--- src/rtl/core/websocket_text_message_deframer_macros.svh ---
// Assertion helpers shared by the deframer modules.
// Each macro expects clk and rst_n in the scope where it is used.
`ifndef WEBSOCKET_TEXT_MESSAGE_DEFRAMER_MACROS_SVH
`define WEBSOCKET_TEXT_MESSAGE_DEFRAMER_MACROS_SVH

// Consequent checked in the same cycle as the antecedent.
`define WSD_ASSERT_NOW(lbl, ante, cons, msg) \
  lbl: assert property (@(posedge clk) disable iff (!rst_n) (ante) |-> (cons)) \
    else $error(msg);

// Consequent checked in the cycle after the antecedent.
`define WSD_ASSERT_NEXT(lbl, ante, cons, msg) \
  lbl: assert property (@(posedge clk) disable iff (!rst_n) (ante) |=> (cons)) \
    else $error(msg);

`endif

--- src/rtl/core/wsd_pkg.sv ---
`timescale 1ns / 1ps

package wsd_pkg;

  // Result kinds.
  localparam logic [2:0] KIND_MSG    = 3'd0;
  localparam logic [2:0] KIND_PING   = 3'd1;
  localparam logic [2:0] KIND_EMPTY  = 3'd2;
  localparam logic [2:0] KIND_CLOSED = 3'd3;
  localparam logic [2:0] KIND_ERROR  = 3'd4;

  // Error codes reported with an error result.
  localparam logic [2:0] ERR_NONE       = 3'd0;
  localparam logic [2:0] ERR_RESERVED   = 3'd1;
  localparam logic [2:0] ERR_FRAME_BIG  = 3'd2;
  localparam logic [2:0] ERR_MSG_BIG    = 3'd3;
  localparam logic [2:0] ERR_BAD_CTRL   = 3'd4;
  localparam logic [2:0] ERR_UNEXP_TEXT = 3'd5;
  localparam logic [2:0] ERR_UNEXP_CONT = 3'd6;
  localparam logic [2:0] ERR_UNKNOWN_OP = 3'd7;

  // Reset value of the size limit register.
  localparam logic [31:0] MAX_BYTES_RESET = 32'd1048576;

  // One result transaction.
  typedef struct packed {
    logic [2:0] kind;
    logic [7:0] data_byte;
    logic       last;
    logic [2:0] error_code;
  } wsd_result_t;

endpackage

--- src/rtl/core/wsd_parser.sv ---
`timescale 1ns / 1ps
`include "websocket_text_message_deframer_macros.svh"

module wsd_parser
  import wsd_pkg::*;
(
  input  logic        clk,
  input  logic        rst_n,
  input  logic        byte_acc,
  input  logic [7:0]  rx_byte,
  input  logic [31:0] max_bytes,
  output logic        res_valid,
  output wsd_result_t res
);

  // Parse phases.
  localparam logic [2:0] PH_FIRST   = 3'd0;
  localparam logic [2:0] PH_SECOND  = 3'd1;
  localparam logic [2:0] PH_EXTLEN  = 3'd2;
  localparam logic [2:0] PH_MASK    = 3'd3;
  localparam logic [2:0] PH_PAYLOAD = 3'd4;

  // Opcodes.
  localparam logic [3:0] OP_CONT  = 4'h0;
  localparam logic [3:0] OP_TEXT  = 4'h1;
  localparam logic [3:0] OP_CLOSE = 4'h8;
  localparam logic [3:0] OP_PING  = 4'h9;
  localparam logic [3:0] OP_PONG  = 4'hA;

  logic [2:0]  phase_r,     phase_nxt;
  logic [3:0]  hcount_r,    hcount_nxt;
  logic [63:0] flen_r,      flen_nxt;
  logic [31:0] brem_r,      brem_nxt;
  logic [31:0] mkey_r,      mkey_nxt;
  logic [1:0]  midx_r,      midx_nxt;
  logic        masked_r,    masked_nxt;
  logic        fin_r,       fin_nxt;
  logic [3:0]  opcode_r,    opcode_nxt;
  logic        started_r,   started_nxt;
  logic [31:0] msg_bytes_r, msg_bytes_nxt;
  logic        stopped_r,   stopped_nxt;

  logic [63:0] flen_shift;
  logic [3:0]  hc_dec;
  logic [63:0] hd_len;
  logic [32:0] msg_sum;
  logic        too_big;
  logic        msg_over;
  logic        len_zero;
  logic        len_gt125;
  logic        is_data_op;
  logic        do_hd;
  logic [7:0]  key_byte;
  logic [7:0]  pay_byte;
  logic [31:0] brem_dec;
  logic        final_byte;

  // Shared header arithmetic: the length seen when the header completes.
  always_comb begin
    flen_shift = {flen_r[55:0], rx_byte};
    hc_dec     = hcount_r - 4'd1;
    case (phase_r)
      PH_SECOND: hd_len = {57'd0, rx_byte[6:0]};
      PH_EXTLEN: hd_len = flen_shift;
      default:   hd_len = flen_r;
    endcase
    too_big    = (hd_len[63:32] != 32'd0) || (hd_len[31:0] > max_bytes);
    msg_sum    = {1'b0, msg_bytes_r} + {1'b0, hd_len[31:0]};
    msg_over   = msg_sum > {1'b0, max_bytes};
    len_zero   = (hd_len == 64'd0);
    len_gt125  = (hd_len[31:0] > 32'd125);
    is_data_op = (opcode_r == OP_CONT) || (opcode_r == OP_TEXT);
  end

  // Payload unmasking and length countdown.
  always_comb begin
    case (midx_r)
      2'd0:    key_byte = mkey_r[31:24];
      2'd1:    key_byte = mkey_r[23:16];
      2'd2:    key_byte = mkey_r[15:8];
      default: key_byte = mkey_r[7:0];
    endcase
    pay_byte   = masked_r ? (rx_byte ^ key_byte) : rx_byte;
    brem_dec   = brem_r - 32'd1;
    final_byte = (brem_dec == 32'd0);
  end

  // Next state and result for the accepted byte.
  always_comb begin
    phase_nxt     = phase_r;
    hcount_nxt    = hcount_r;
    flen_nxt      = flen_r;
    brem_nxt      = brem_r;
    mkey_nxt      = mkey_r;
    midx_nxt      = midx_r;
    masked_nxt    = masked_r;
    fin_nxt       = fin_r;
    opcode_nxt    = opcode_r;
    started_nxt   = started_r;
    msg_bytes_nxt = msg_bytes_r;
    stopped_nxt   = stopped_r;
    do_hd         = 1'b0;
    res_valid     = 1'b0;
    res           = '{kind: KIND_MSG, data_byte: 8'd0, last: 1'b0, error_code: ERR_NONE};

    if (byte_acc && !stopped_r) begin
      unique case (phase_r)
        PH_FIRST: begin
          fin_nxt    = rx_byte[7];
          opcode_nxt = rx_byte[3:0];
          if (rx_byte[6:4] != 3'd0) begin
            stopped_nxt = 1'b1;
            res_valid   = 1'b1;
            res.kind    = KIND_ERROR;
            res.error_code = ERR_RESERVED;
          end else begin
            phase_nxt = PH_SECOND;
          end
        end
        PH_SECOND: begin
          masked_nxt = rx_byte[7];
          if (rx_byte[6:1] == 6'b111111) begin
            // Extended length follows: two bytes for 126, eight for 127.
            hcount_nxt = rx_byte[0] ? 4'd8 : 4'd2;
            flen_nxt   = 64'd0;
            phase_nxt  = PH_EXTLEN;
          end else begin
            flen_nxt = hd_len;
            if (rx_byte[7]) begin
              hcount_nxt = 4'd4;
              mkey_nxt   = 32'd0;
              phase_nxt  = PH_MASK;
            end else begin
              do_hd = 1'b1;
            end
          end
        end
        PH_EXTLEN: begin
          flen_nxt   = flen_shift;
          hcount_nxt = hc_dec;
          if (hc_dec == 4'd0) begin
            if (masked_r) begin
              hcount_nxt = 4'd4;
              mkey_nxt   = 32'd0;
              phase_nxt  = PH_MASK;
            end else begin
              do_hd = 1'b1;
            end
          end
        end
        PH_MASK: begin
          mkey_nxt   = {mkey_r[23:0], rx_byte};
          hcount_nxt = hc_dec;
          if (hc_dec == 4'd0) begin
            do_hd = 1'b1;
          end
        end
        PH_PAYLOAD: begin
          midx_nxt = midx_r + 2'd1;
          brem_nxt = brem_dec;
          if (final_byte) begin
            phase_nxt = PH_FIRST;
          end
          if (is_data_op) begin
            res_valid      = 1'b1;
            res.kind       = KIND_MSG;
            res.data_byte  = pay_byte;
            res.last       = final_byte && fin_r;
            if (final_byte && fin_r) begin
              started_nxt   = 1'b0;
              msg_bytes_nxt = 32'd0;
            end
          end else if (opcode_r == OP_PING) begin
            res_valid     = 1'b1;
            res.kind      = KIND_PING;
            res.data_byte = pay_byte;
            res.last      = final_byte;
          end else if ((opcode_r == OP_CLOSE) && final_byte) begin
            stopped_nxt = 1'b1;
            res_valid   = 1'b1;
            res.kind    = KIND_CLOSED;
          end
        end
        default: begin
          phase_nxt = PH_FIRST;
        end
      endcase

      // Header complete: run the checks in priority order, then set up the payload or finish a zero-length frame.
      if (do_hd) begin
        if (too_big || msg_over ||
            (((opcode_r == OP_PING) || (opcode_r == OP_PONG)) && (!fin_r || len_gt125)) ||
            ((opcode_r == OP_TEXT) && started_r) ||
            ((opcode_r == OP_CONT) && !started_r) ||
            (!is_data_op && (opcode_r != OP_CLOSE) && (opcode_r != OP_PING) &&
             (opcode_r != OP_PONG))) begin
          stopped_nxt = 1'b1;
          res_valid   = 1'b1;
          res.kind    = KIND_ERROR;
          if (too_big) begin
            res.error_code = ERR_FRAME_BIG;
          end else if (msg_over) begin
            res.error_code = ERR_MSG_BIG;
          end else if ((opcode_r == OP_PING) || (opcode_r == OP_PONG)) begin
            res.error_code = ERR_BAD_CTRL;
          end else if (opcode_r == OP_TEXT) begin
            res.error_code = ERR_UNEXP_TEXT;
          end else if (opcode_r == OP_CONT) begin
            res.error_code = ERR_UNEXP_CONT;
          end else begin
            res.error_code = ERR_UNKNOWN_OP;
          end
        end else begin
          if (opcode_r == OP_TEXT) begin
            started_nxt = 1'b1;
          end
          if (is_data_op) begin
            msg_bytes_nxt = msg_sum[31:0];
          end
          midx_nxt  = 2'd0;
          phase_nxt = PH_FIRST;
          if (len_zero) begin
            if (opcode_r == OP_CLOSE) begin
              stopped_nxt = 1'b1;
              res_valid   = 1'b1;
              res.kind    = KIND_CLOSED;
            end else if (is_data_op && fin_r) begin
              started_nxt   = 1'b0;
              msg_bytes_nxt = 32'd0;
              res_valid     = 1'b1;
              res.kind      = KIND_EMPTY;
              res.last      = 1'b1;
            end
          end else begin
            brem_nxt  = hd_len[31:0];
            phase_nxt = PH_PAYLOAD;
          end
        end
      end
    end
  end

  // Parser state registers.
  always_ff @(posedge clk) begin
    if (!rst_n) begin
      phase_r     <= PH_FIRST;
      hcount_r    <= 4'd0;
      flen_r      <= 64'd0;
      brem_r      <= 32'd0;
      mkey_r      <= 32'd0;
      midx_r      <= 2'd0;
      masked_r    <= 1'b0;
      fin_r       <= 1'b0;
      opcode_r    <= 4'd0;
      started_r   <= 1'b0;
      msg_bytes_r <= 32'd0;
      stopped_r   <= 1'b0;
    end else begin
      phase_r     <= phase_nxt;
      hcount_r    <= hcount_nxt;
      flen_r      <= flen_nxt;
      brem_r      <= brem_nxt;
      mkey_r      <= mkey_nxt;
      midx_r      <= midx_nxt;
      masked_r    <= masked_nxt;
      fin_r       <= fin_nxt;
      opcode_r    <= opcode_nxt;
      started_r   <= started_nxt;
      msg_bytes_r <= msg_bytes_nxt;
      stopped_r   <= stopped_nxt;
    end
  end

  `WSD_ASSERT_NEXT(a_stop_sticky, stopped_r, stopped_r, "stopped flag cleared without reset")
  `WSD_ASSERT_NOW(a_no_res_stopped, stopped_r, !res_valid, "result produced while stopped")
  `WSD_ASSERT_NOW(a_err_code, res_valid, ((res.kind == KIND_ERROR) == (res.error_code != ERR_NONE)), "error code does not match kind")

endmodule

--- src/rtl/core/wsd_out_buf.sv ---
`timescale 1ns / 1ps
`include "websocket_text_message_deframer_macros.svh"

module wsd_out_buf
  import wsd_pkg::*;
(
  input  logic        clk,
  input  logic        rst_n,
  input  logic        push,
  input  wsd_result_t push_res,
  output logic        has_room,
  output logic        out_valid,
  input  logic        out_ready,
  output wsd_result_t out_res
);

  // Two-entry result queue so input can keep flowing while a result waits.
  wsd_result_t mem_r [2];
  logic        wr_ptr_r, wr_ptr_nxt;
  logic        rd_ptr_r, rd_ptr_nxt;
  logic [1:0]  count_r,  count_nxt;
  logic        pop;

  assign has_room  = (count_r != 2'd2);
  assign out_valid = (count_r != 2'd0);
  assign out_res   = mem_r[rd_ptr_r];
  assign pop       = out_valid && out_ready;

  // Pointer and occupancy update.
  always_comb begin
    wr_ptr_nxt = push ? ~wr_ptr_r : wr_ptr_r;
    rd_ptr_nxt = pop ? ~rd_ptr_r : rd_ptr_r;
    count_nxt  = count_r + {1'b0, push} - {1'b0, pop};
  end

  always_ff @(posedge clk) begin
    if (!rst_n) begin
      wr_ptr_r <= 1'b0;
      rd_ptr_r <= 1'b0;
      count_r  <= 2'd0;
    end else begin
      wr_ptr_r <= wr_ptr_nxt;
      rd_ptr_r <= rd_ptr_nxt;
      count_r  <= count_nxt;
    end
  end

  // Result storage.
  always_ff @(posedge clk) begin
    if (push) begin
      mem_r[wr_ptr_r] <= push_res;
    end
  end

  `WSD_ASSERT_NOW(a_no_overflow, push, (count_r != 2'd2), "result pushed into a full queue")
  `WSD_ASSERT_NOW(a_count_range, 1'b1, (count_r != 2'd3), "queue count out of range")
  `WSD_ASSERT_NEXT(a_full_held, ((count_r == 2'd2) && !out_ready), (count_r == 2'd2), "full queue drained without a pop")

endmodule

--- src/rtl/core/websocket_text_message_deframer.sv ---
`timescale 1ns / 1ps
// Channel | Direction | Ports                                         | Transfer
// in      | input     | in_valid, in_ready, in_rx_byte                | one received byte
// out     | output    | out_valid, out_ready, out_kind, out_data_byte,| zero or one result
//         |           | out_last, out_error_code                      | per input byte
// cfg     | input     | cfg_valid, cfg_ready, cfg_data                | max_message_bytes write
//
// Each byte is parsed in the cycle it is accepted; its result, if any, is registered into the result queue.
// One byte per cycle is sustained while out_ready is high; the parser state update sets this.
// A two-entry result queue lets input continue while one result waits; in_ready drops when full.
// Synchronous active-low reset clears the parser and sets the limit to 1048576.
// After an error or close result the block accepts bytes but produces nothing until reset.
module websocket_text_message_deframer
  import wsd_pkg::*;
(
  input  logic        clk,
  input  logic        rst_n,
  input  logic        in_valid,
  output logic        in_ready,
  input  logic [7:0]  in_rx_byte,
  output logic        out_valid,
  input  logic        out_ready,
  output logic [2:0]  out_kind,
  output logic [7:0]  out_data_byte,
  output logic        out_last,
  output logic [2:0]  out_error_code,
  input  logic        cfg_valid,
  output logic        cfg_ready,
  input  logic [31:0] cfg_data
);

  logic [31:0] max_bytes_r, max_bytes_nxt;
  logic        byte_acc;
  logic        res_valid;
  wsd_result_t res;
  wsd_result_t out_res;
  logic        has_room;

  // Size limit register, always writable.
  assign cfg_ready     = 1'b1;
  assign max_bytes_nxt = (cfg_valid && cfg_ready) ? cfg_data : max_bytes_r;

  always_ff @(posedge clk) begin
    if (!rst_n) begin
      max_bytes_r <= MAX_BYTES_RESET;
    end else begin
      max_bytes_r <= max_bytes_nxt;
    end
  end

  assign in_ready = has_room;
  assign byte_acc = in_valid && in_ready;

  wsd_parser u_parser (
    .clk       (clk),
    .rst_n     (rst_n),
    .byte_acc  (byte_acc),
    .rx_byte   (in_rx_byte),
    .max_bytes (max_bytes_r),
    .res_valid (res_valid),
    .res       (res)
  );

  wsd_out_buf u_out_buf (
    .clk       (clk),
    .rst_n     (rst_n),
    .push      (res_valid),
    .push_res  (res),
    .has_room  (has_room),
    .out_valid (out_valid),
    .out_ready (out_ready),
    .out_res   (out_res)
  );

  assign out_kind       = out_res.kind;
  assign out_data_byte  = out_res.data_byte;
  assign out_last       = out_res.last;
  assign out_error_code = out_res.error_code;

endmodule

--- config.mk ---
export PLATFORM = sky130hd
export DESIGN_NAME = websocket_text_message_deframer
export DESIGN_NICKNAME = d
export VERILOG_FILES = /design/src/rtl/core/wsd_pkg.sv /design/src/rtl/core/wsd_parser.sv /design/src/rtl/core/wsd_out_buf.sv /design/src/rtl/core/websocket_text_message_deframer.sv
export VERILOG_INCLUDE_DIRS = /design/src /design/src/rtl/core
export SDC_FILE = /design/constraint.sdc
export NUM_CORES = 1
export LEC_CHECK = 0
export BUFFER_PORTS_ARGS = -buffer_cell sky130_fd_sc_hd__buf_2
export CAP_MARGIN = 10
export CELL_PAD_IN_SITES_DETAIL_PLACEMENT = 0
export CELL_PAD_IN_SITES_GLOBAL_PLACEMENT = 1
export CORE_MARGIN = 2
export CORE_UTILIZATION = 52
export DETAILED_ROUTE_END_ITERATION = 8
export PLACE_DENSITY_LB_ADDON = 0.3
export SETUP_SLACK_MARGIN = 0.05
export SLEW_MARGIN = 20
export SYNTH_ARGS = -nofsm -noshare
export SYNTH_HDL_FRONTEND = slang
export SYNTH_HIERARCHICAL = 1
export SYNTH_SLANG_ARGS = --single-unit
--- constraint.sdc ---
create_clock -name clk -period 17.8 [get_ports clk]
set_input_delay 3.56 -clock clk [delete_from_list [all_inputs] [get_ports clk]]
set_output_delay 3.56 -clock clk [all_outputs]
set_load 0.1 [all_outputs]
* Word level (Yosys, flattened, before mapping) *
Memory sizes are Yosys's and may differ from the RTL's. A register that Yosys moved wholly into a read port is not among the register bits.
Index checks and enable logic that the tools add are counted.

word-level totals
  bits in registers = 213
  latch bits = 0
  bits in writable memories = 30
  bits in read-only memories = 0
  output and inout port bits = 18
  word-level logic and storage cells = 198
  memories kept = 1

cells by class
  add/sub/neg operators = 6
  multipliers = 0
  divide/modulo/power cells = 0
  magnitude comparators = 3
  eq/ne operators = 20
  shift operators = 0
  mux-type cells = 108
  bitwise gates (word level) = 3
  reduce and logical (&&, ||, !) cells = 41

memories
  name             depth  width  rd ports  clocked after Yosys merged registers in  write ports  line               RTL
  u_out_buf.mem_r  2      15     1         1                                        1            wsd_out_buf.sv:18  wsd_result_t mem_r [2];

operators by type and width
  cell                     number
  $mux W32                 17
  $pmux W64 S2             2
  $pmux W32 S3             1
  $logic_not A64 Y1        1
  $mux W64                 1
  $mux W3                  21
  $mux W1                  44
  $add A32 B32 Y33         1
  $gt A33 B32 Y1           1
  $gt A32 B32 Y1           1
  $gt A32 B7 Y1 const B    1
  $logic_not A32 Y1        1
  $reduce_bool A32 Y1      1
  $sub A32 B1 Y32 const B  1
  $mux W4                  6
  $pmux W8 S3              1
  $mux W9                  2
  $mux W15                 1
  $pmux W3 S5              1
  $eq A4 B4 Y1 const B     3
  $logic_and A1 B1 Y1      12
  $mux W12                 1
  $ne A4 B4 Y1 const B     3
  $pmux W4 S3              1
  31 further kinds         56

* Longest topological paths before layout *
Gate-level depths: netlist of run 1.

  depth after elaboration = 15
  depth in mapped cells = 31
  mapped depth without buffers = 27

* Modules after synthesis *
The synthesis of run 1 kept the hierarchy.

modules (own cells, without submodules)
  module                           times used  cells each  area an instance (sq um)  sequential area each (sq um)
  wsd_parser                       1           1566        12310.6                   3543.4
  wsd_out_buf                      1           70          1378.8                    1001.0
  websocket_text_message_deframer  1           106         1258.7                    640.6

* Least setup slack after synthesis of run 1 *
Ideal clock, no wire load.

  path kind = input port to flip-flop
  start = input port in_rx_byte[6]
  end = memory u_out_buf/mem_r[0][0] (netlist name) (enable)
  setup time = 0.390 ns
  arrival time = 8.914 ns
  path slack = 8.496 ns
  stages on the path = 23
  buffers on the path = 2
  path through = clkbuf_1 -> mux2_2 -> ha_1 -> a2111oi_0 -> o21ai_0 -> and4_1 -> o31a_1 -> o22ai_1 -> o21bai_1 -> a21oi_1 -> xnor2_1 -> ha_1 -> nand4_1 -> nor4_1 -> nand2_1 -> o2111a_1 -> a31oi_1 -> or4b_2 -> clkbuf_1 -> o21ai_1 -> o41a_1 -> a31oi_1 -> nor2b_1

between the ends
  longest elaborated chain between the ends = 13
  elaborated cells on any way between the ends = 29
  those cells by class = 1 x add/sub; 3 x order compare; 1 x eq/ne; 14 x mux; 10 x reduce/logical

RTL lines
  element                                                    line                                   RTL
  start, declared                                            websocket_text_message_deframer.sv:20  input logic [7:0] in_rx_byte,
  $pmux W64 S2                                               wsd_parser.sv:62                       case (phase_r)
  $add A32 B32 Y33 (tied with other cells)                   wsd_parser.sv:68                       msg_sum = {1'b0, msg_bytes_r} + {1'b0, hd_len[31:0]};
  $gt A33 B32 Y1 (tied with other cells)                     wsd_parser.sv:69                       msg_over = msg_sum > {1'b0, max_bytes};
  $logic_or A1 B1 Y1 or $logic_and A1 B1 Y1 (tied branches)  wsd_parser.sv:191, wsd_parser.sv:192
  $logic_or A1 B1 Y1                                         wsd_parser.sv:191                      if (too_big || msg_over ||
  $logic_or A1 B1 Y1                                         wsd_parser.sv:192                      (((opcode_r == OP_PING) || (opcode_r == OP_PONG)) && (!fin_r || len_gt125)) ||
  $logic_or A1 B1 Y1                                         wsd_parser.sv:193                      ((opcode_r == OP_TEXT) && started_r) ||
  $logic_or A1 B1 Y1                                         wsd_parser.sv:194                      ((opcode_r == OP_CONT) && !started_r) ||
  $mux W1                                                    wsd_parser.sv:191
  $mux W1 (*)                                                wsd_parser.sv:190                      if (do_hd) begin
  $mux W1 (*)                                                wsd_parser.sv:106                      if (byte_acc && !stopped_r) begin
  net res_valid                                              websocket_text_message_deframer.sv:34  logic res_valid;
  $mux W1 (*)                                                wsd_out_buf.sv:50                      if (push) begin
  $mux W1 (implied by the code) (*)                          wsd_out_buf.sv:51                      mem_r[wr_ptr_r] <= push_res;
  end, declared                                              wsd_out_buf.sv:18

The timed path passes the listed nets; every way through them passes the cells marked *. The select of a mux whose other input is x is not followed.

* Final worst setup path of run 1 *
  start = input port in_rx_byte[1]
  end = memory u_out_buf/mem_r[1][4] (netlist name) (enable)

Same word-level chain as after synthesis.

==> summary.txt, run 1 <==
row cnt - 62
worst hold path stage count - 2
synth top area cells - dfxtp_1 (29%), ha_1 (9.0%), edfxtp_1 (6.0%)
CTS Hold Bufs - 0
combinational share of power - 24.3%
die area - 30,120 µm²
Filler cells - 2,573
Startpoint Class - input port
crit-path cells - buf_2 > mux2i_1 > inv_1 > ha_1 > a211oi_1 > o21ai_0 > and4_1 > o31a_1 > o22ai_1 > o31ai_1 > a21oi_1 > xnor2_1 > ha_1 > and3_1 > a2111oi_0 > o31ai_1 > o41ai_1 > a31oi_1 > or4b_2 > o21ai_1 > o41a_1 > a31oi_1 > and2_1
Final ANT Viol Nets - 0
Total Neg Setup Slack - 0 ns
post-synthesis simple-gate area fraction - 21.39%
Vias - 13,411
WP buf/inv - 2
syn_area_per_cell - 8.581 µm²
vias in the first global route - 12,311
DRT Wirelength - 42.58 mm
status - finished, final reports clean
worst hold slack - 0.4555 ns
CP Capture Type - flip-flop
CTS tree - done
sequential area share after synthesis - 34.69%
Crit path max-delay family - compound AO/OA/AOI/OAI gates
unrepaired setup endpoints after global routing - no
Routability Congestion - 0.9289
number of max-cap violations - 0
Final Critical Period - 9.954 ns
post-synthesis compound-gate area fraction - 21.47%
GRT Overall Usage - 27.53%
Peak supply drop - 88.16 µV
most common cell in the synthesized netlist - dfxtp_1
Post-Place Setup Slack - 7.384 ns
Synth Register Bits - 244
worst slew pin tran - 1.066 ns
R2R cell count - 23
Syn. warnings - 6
TritonCTS Buffers - 28
IO Count - 63
CTS H-tree lvls - 1
switching part of the total - 33.78%
maximum buffer depth of the clock tree - 3
Internal Power - 1.079 mW
largest net degree at the start of global routing - 72
Worst-path clk slew - 0.06 ns
Post-CTS Setup Repair Bufs - 0
EDFF count, synth - 30
Pwr Total - 1.630 mW
worst skew pair latency - 0.57 ns
critical path's largest stage delay - 0.87 ns
Hold Path Class - flip-flop to flip-flop
power density cells - 99.40 nW/µm²
placed insts - 2,088
highest clock rate - 0.1005 GHz
Netlist cell types - 88
mux cell area share after synthesis - 4.947%
Post-Synthesis Cells - 1,742
Vias/cell - 6.267
Tcrit/Tclk final - 55.92%
crit-path max FO - 15
routed len/inst - 19.90 µm
Psw - 0.5507 mW
Clock power frac - 38.4%
adder-cell area share of the yosys netlist - 9.090%
final instance area - 16,400 µm²
Port Buffers - 61
synthesis-to-layout area growth - 9.710%
Req. time, crit path - 18.02 ns
DRC viols - 0
Fin. Hold Viols - 0
Initial Util - 52.51%
share of total power in sequential cells - 37.2%
XOR/XNOR Fraction of Synth Area - 3.022%
list of most frequent post-synthesis cells - dfxtp_1 (214), nor2_1 (146), nand2_1 (120)
ys flop type - dfxtp_1
DP HPWL - 29.33 mm
worst setup margin - 7.846 ns
First-pass DRT Iterations - 8
Core ar. - 28,470 µm²
Final setup viols - 0
Crit. path cell count - 23
share of layout cells above drive strength 1 - 10.14%
TritonCTS Sinks - 244
Layout Cells excl Fill - 2,140
# diodes - 0
Net Count, Synth - 1,895
largest family of logic cells by synthesized area - compound AO/OA/AOI/OAI gates
post-synth top area share - 28.66%
largest area contributor in the netlist - dfxtp_1
clk_skew - 0.01893 ns
Final Slew Violations - 0
Mapped Area - 14,950 µm²
Critical Path AT - 10.18 ns
CP Class - input port to flip-flop
die outline height - 173.5 µm
CTS resizes - 0
Die X - 173.5 µm
Root Driver - clkbuf_16
Static Leak - 6.643 nW
Detailed Route Iter0 Violations - 1,496
Async S/R FF share, synth - 0%
Post-DP Area - 15,390 µm²
# nets final - 1,887
CP max-delay cell - or4b_2
first-pass GRT wire length - 68.01 mm
GR Overflow Total - 0
initial antenna violation count - 1
R2R Setup Slk - 9.36 ns
max_slew headroom - 28.75%
final core utilization - 57.60%
-- cell usage in the layout, fill, tap and decap left out, types with 15 or more instances in the layout --
master	n
a221o_1	20
xnor2_1	27
nor2_1	145
nand2_1	119
nand3_1	85
buf_4	21
inv_1	65
a31oi_1	22
nor3_1	49
mux2i_1	42
and2_1	18
buf_2	61
ha_1	107
nor4_1	29
xor2_1	22
clkbuf_16	28
mux2_2	15
and3_1	28
a211oi_1	16
edfxtp_1	30
a21o_1	16
a22o_1	35
dfxtp_1	214
nor2b_1	55
a21oi_1	115
o21ai_0	55
nand4_1	27
a22oi_1	64
-- layer usage --
metal,share of wire [%],global-route usage (%)
met4,1.3,5.297
met5,0,0
met3,7.3,2.851
met2,44,42.28
met1,47,41.94
-- worst paths after layout --
path	start	to
setup / recovery	in_rx_byte[1]	u_out_buf/mem_r[1][4]
hold / removal	u_parser/mkey_r[31]	u_parser/mkey_r[31]
setup reg to reg	u_parser/phase_r[1]	u_out_buf/mem_r[1][4]
hold reg to reg	u_parser/mkey_r[31]	u_parser/mkey_r[31]
-- worst reg2reg max path: stages (launching register included) --
cell and delay [ns]:
dfxtp_1 0.51, buf_4 0.36, nor2b_1 0.85, a221o_1 0.54, ha_1 0.39, a21oi_1 0.25, o21ai_0 0.17, a22o_1 0.23
o31a_1 0.27, o22ai_1 0.55, o31ai_1 0.20, a21oi_1 0.22, xnor2_1 0.18, ha_1 0.29, and3_1 0.17, a2111oi_0 0.43
o31ai_1 0.16, o41ai_1 0.08, a31oi_1 0.09, or4b_2 0.87, o21ai_1 0.43, o41a_1 0.25, a31oi_1 0.16, and2_1 0.45
-- cells by family after synthesis --
family / Yosys count
compound gates: 459
xor+xnor: 50
fa+ha+maj: 108
simple gates: 627
flops: 244
other cells: 1
mux: 67
buf+inv: 186
-- state kept, by name, summed over array words and instances, names as in the netlist, 2 cells and up, named ones only --
| register | count |
|---|---|
| u_parser/phase_r | 3 |
| max_bytes_r | 32 |
| u_parser/midx_r | 2 |
| u_parser/brem_r | 32 |
| u_parser/mkey_r | 32 |
| u_out_buf/count_r | 2 |
| u_parser/flen_r | 64 |
| u_parser/opcode_r | 4 |
| u_out_buf/mem_r | 30 |
| u_parser/msg_bytes_r | 32 |
| u_parser/hcount_r | 4 |
-- power groups by stage --
stage	logic (mW)	clock network, mW	registers, mW
CTS	0.393	0.637	0.607
finish	0.397	0.627	0.607
detailed placement	0.391	0	0.618
global placement	0.386	0	0.617
floorplan	0.318	0	0.605
global route	0.424	0.659	0.610
-- final cells by class --
cell class | instances | area [µm²] | share of cell area (%)
Clock buffer | 45 | 848.3 | 5.173
Clock inverter | 7 | 160.2 | 0.9766
Inverter | 66 | 249.0 | 1.518
Multi-Input combinational cell | 1312 | 9014 | 54.96
Sequential cell | 244 | 5185 | 31.62
Tap cell | 384 | 480.5 | 2.930
Timing Repair Buffer | 82 | 462.9 | 2.823
Note: power is estimated with default switching activity, not from simulation.
==> run 2: changes to the inputs <==
--- a/config.mk
+++ b/config.mk
@@ -11,7 +11,7 @@
 export CELL_PAD_IN_SITES_DETAIL_PLACEMENT = 0
 export CELL_PAD_IN_SITES_GLOBAL_PLACEMENT = 1
 export CORE_MARGIN = 2
-export CORE_UTILIZATION = 52
+export CORE_UTILIZATION = 48
 export DETAILED_ROUTE_END_ITERATION = 8
 export PLACE_DENSITY_LB_ADDON = 0.3
 export SETUP_SLACK_MARGIN = 0.05
==> constraint.sdc (replaced) <==
create_clock -name clk -period 9.65 [get_ports clk]
set_input_delay 1.93 -clock clk [delete_from_list [all_inputs] [get_ports clk]]
set_output_delay 1.93 -clock clk [all_outputs]
set_load 0.1 [all_outputs]
==> run 2 against run 1 <==
First-iteration DRC count decreased by 24%. Critical path depth stayed put. Wire length grew 0.36%. Clock skew shrank 0.0051 ns. Register-to-register slack got worse by 7.9 ns. Via count fell by 0.44%. Cell count increased by 0.75%. Critical endpoint is now u_parser/brem_r[6]. Highest routed layer unchanged.
==> summary.txt, run 2 (same netlist as run 1, synthesis figures left out) <==
Post-Place Setup Slack - 1.015 ns
Biggest register - u_parser/flen_r
Final Critical Period - 8.235 ns
Total Neg Setup Slack - 0 ns
CP Class - flip-flop to flip-flop
synthesis-to-layout area growth - 9.785%
Crit path max-delay family - simple AND/OR/NAND/NOR gates
crit-path max FO - 18
crit path to - u_parser/brem_r[6]
footprint of the multi-input gates - 9017 µm²
R2R Setup Slk - 1.42 ns
Static Leak - 6.643 nW
CP Capture Type - flip-flop
power density cells - 180.6 nW/µm²
routed len/inst - 19.82 µm
R2R cell count - 23
Post-CTS Setup Repair Bufs - 0
Fin. Hold Viols - 0
Port Buffers - 61
worst slew pin tran - 0.9727 ns
crit path from - u_parser/phase_r[1]
worst skew pair latency - 0.55 ns
combinational share of power - 24.7%
r2r startpoint - u_parser/phase_r[1]
row cnt - 64
Final setup viols - 0
Initial Util - 48.87%
switching part of the total - 34.22%
TritonCTS Sinks - 244
Startpoint Class - flip-flop
Internal Power - 1.950 mW
DP HPWL - 29.99 mm
CTS tree - done
Final Slew Violations - 0
Filler cells - 2,869
Req. time, crit path - 10.08 ns
share of layout cells above drive strength 1 - 10.63%
GR Overflow Total - 0
clk_skew - 0.01386 ns
number of max-cap violations - 0
die outline height - 180.5 µm
highest clock rate - 0.1214 GHz
Root Driver - clkbuf_16
worst hold path stage count - 2
largest net degree at the start of global routing - 73
die area - 32,570 µm²
DRC viols - 0
worst hold path startpoint - u_parser/mkey_r[31]
initial antenna violation count - 0
status - finished, final reports clean
commonest cells after routing, fill and taps aside - dfxtp_1 (214), nor2_1 (145), nand2_1 (118)
Peak supply drop - 120.1 µV
TritonCTS Buffers - 29
Die X - 180.5 µm
commonest non-fill, non-tap cell in the layout - dfxtp_1
Core ar. - 30,590 µm²
Crit. path cell count - 23
max_slew headroom - 35.16%
Worst-path clk slew - 0.06 ns
Clock power frac - 37.5%
Detailed Route Iter0 Violations - 1,134
IO Count - 63
Tcrit/Tclk final - 85.34%
DRT Wirelength - 42.74 mm
First-pass DRT Iterations - 8
worst setup margin - 1.415 ns
crit-path cells - nand2b_1 > a21oi_1 > buf_4 > mux2_2 > ha_1 > a2111oi_0 > o21ai_0 > and4_1 > o31a_1 > o22ai_1 > o21bai_1 > a21oi_1 > xnor2_1 > ha_1 > nand4_1 > nor4_1 > nand2_1 > o41ai_1 > a31oi_1 > or4b_2 > or4_1 > o2111a_1 > or3_1
CTS Hold Bufs - 0
unrepaired setup endpoints after global routing - no
CTS H-tree lvls - 1
max reg flops - 64
critical path's largest stage delay - 0.86 ns
Vias/cell - 6.193
WP buf/inv - 1
Final ANT Viol Nets - 0
Vias - 13,352
Routability Congestion - 0.9328
vias in the first global route - 12,562
share of total power in sequential cells - 37.8%
Psw - 1.014 mW
CTS resizes - 0
R2R Path End - u_parser/brem_r[6]
# nets final - 1,892
Hold Path Class - flip-flop to flip-flop
Critical Path AT - 8.66 ns
maximum buffer depth of the clock tree - 3
first-pass GRT wire length - 69.14 mm
FF+latch area - 5185 µm²
CP max-delay cell - or4b_2
# diodes - 0
GRT Overall Usage - 25.79%
==> run 2: changes by cell type in the layout (fill, tap and decap cells not counted), moves of 2 or more <==
cell,delta
clkbuf_1,-6
clkbuf_8,-6
buf_4,+4
clkinv_1,+3
clkinv_2,+3
clkinvlp_4,+3
clkbuf_16,+2
==> run 2: worst min-delay path by stage <==
| stage | end | slack [ns] |
|---|---|---|
| 2_1_floorplan | u_parser/mkey_r[24] | 0.43 |
| 3_3_place_gp | u_parser/mkey_r[25] | 0.44 |
| 3_5_place_dp | u_parser/mkey_r[31] | 0.45 |
| 4_1_cts | u_parser/mkey_r[31] | 0.46 |
| 5_1_grt | u_parser/mkey_r[28] | 0.48 |
| 6_report | u_parser/mkey_r[31] | 0.45 |
==> run 2: power by group through the flow <==
stage / clock network (mW) / logic, mW / registers [mW]
after floorplan: 0 / 0.587 / 1.12
after global placement: 0 / 0.719 / 1.14
after detailed placement: 0 / 0.726 / 1.14
after CTS: 1.13 / 0.728 / 1.12
after global routing: 1.18 / 0.785 / 1.13
final: 1.11 / 0.732 / 1.12
==> run 2: layout make-up <==
type                    count  area share, %
clock inverters            17          1.083
multi-input cells        1312          54.95
repair buffers             86          3.004
inverters                  66          1.517
well taps                 396          3.019
clock buffers              35          4.834
flip-flops and latches    244          31.60
==> run 2: through the flow <==
step                instance area [µm²]  hold WS (ns)  cells  total power, mW  util (%)
floorplan                         14950        0.4314   1742            1.702         -
global placement                  15440        0.4389   2104            1.858     50.46
detailed placement                15440        0.4485   2104            1.867     50.47
CTS                               16410        0.4567   2156            2.982     53.64
global route                      16410        0.4783   2156            3.089     53.65
finish                            16410        0.4525   2156            2.964     53.65
==> run 2: metal layers <==
| layer | GRT usage [%] | share of wire [%] | up-vias |
|---|---|---|---|
| met3 | 3.840 | 6.4 | 63 |
| met4 | 6.516 | 2.2 | 0 |
| li1 | - | - | 6475 |
| met2 | 39.45 | 44 | 454 |
| met1 | 37.95 | 48 | 6360 |
| met5 | 0 | 0 | - |
==> run 2: worst min-delay path, cell delays in order, from the launching register on <==
cell	delay, ns
dfxtp_1	0.31
nand2_1	0.05
a21oi_1	0.05
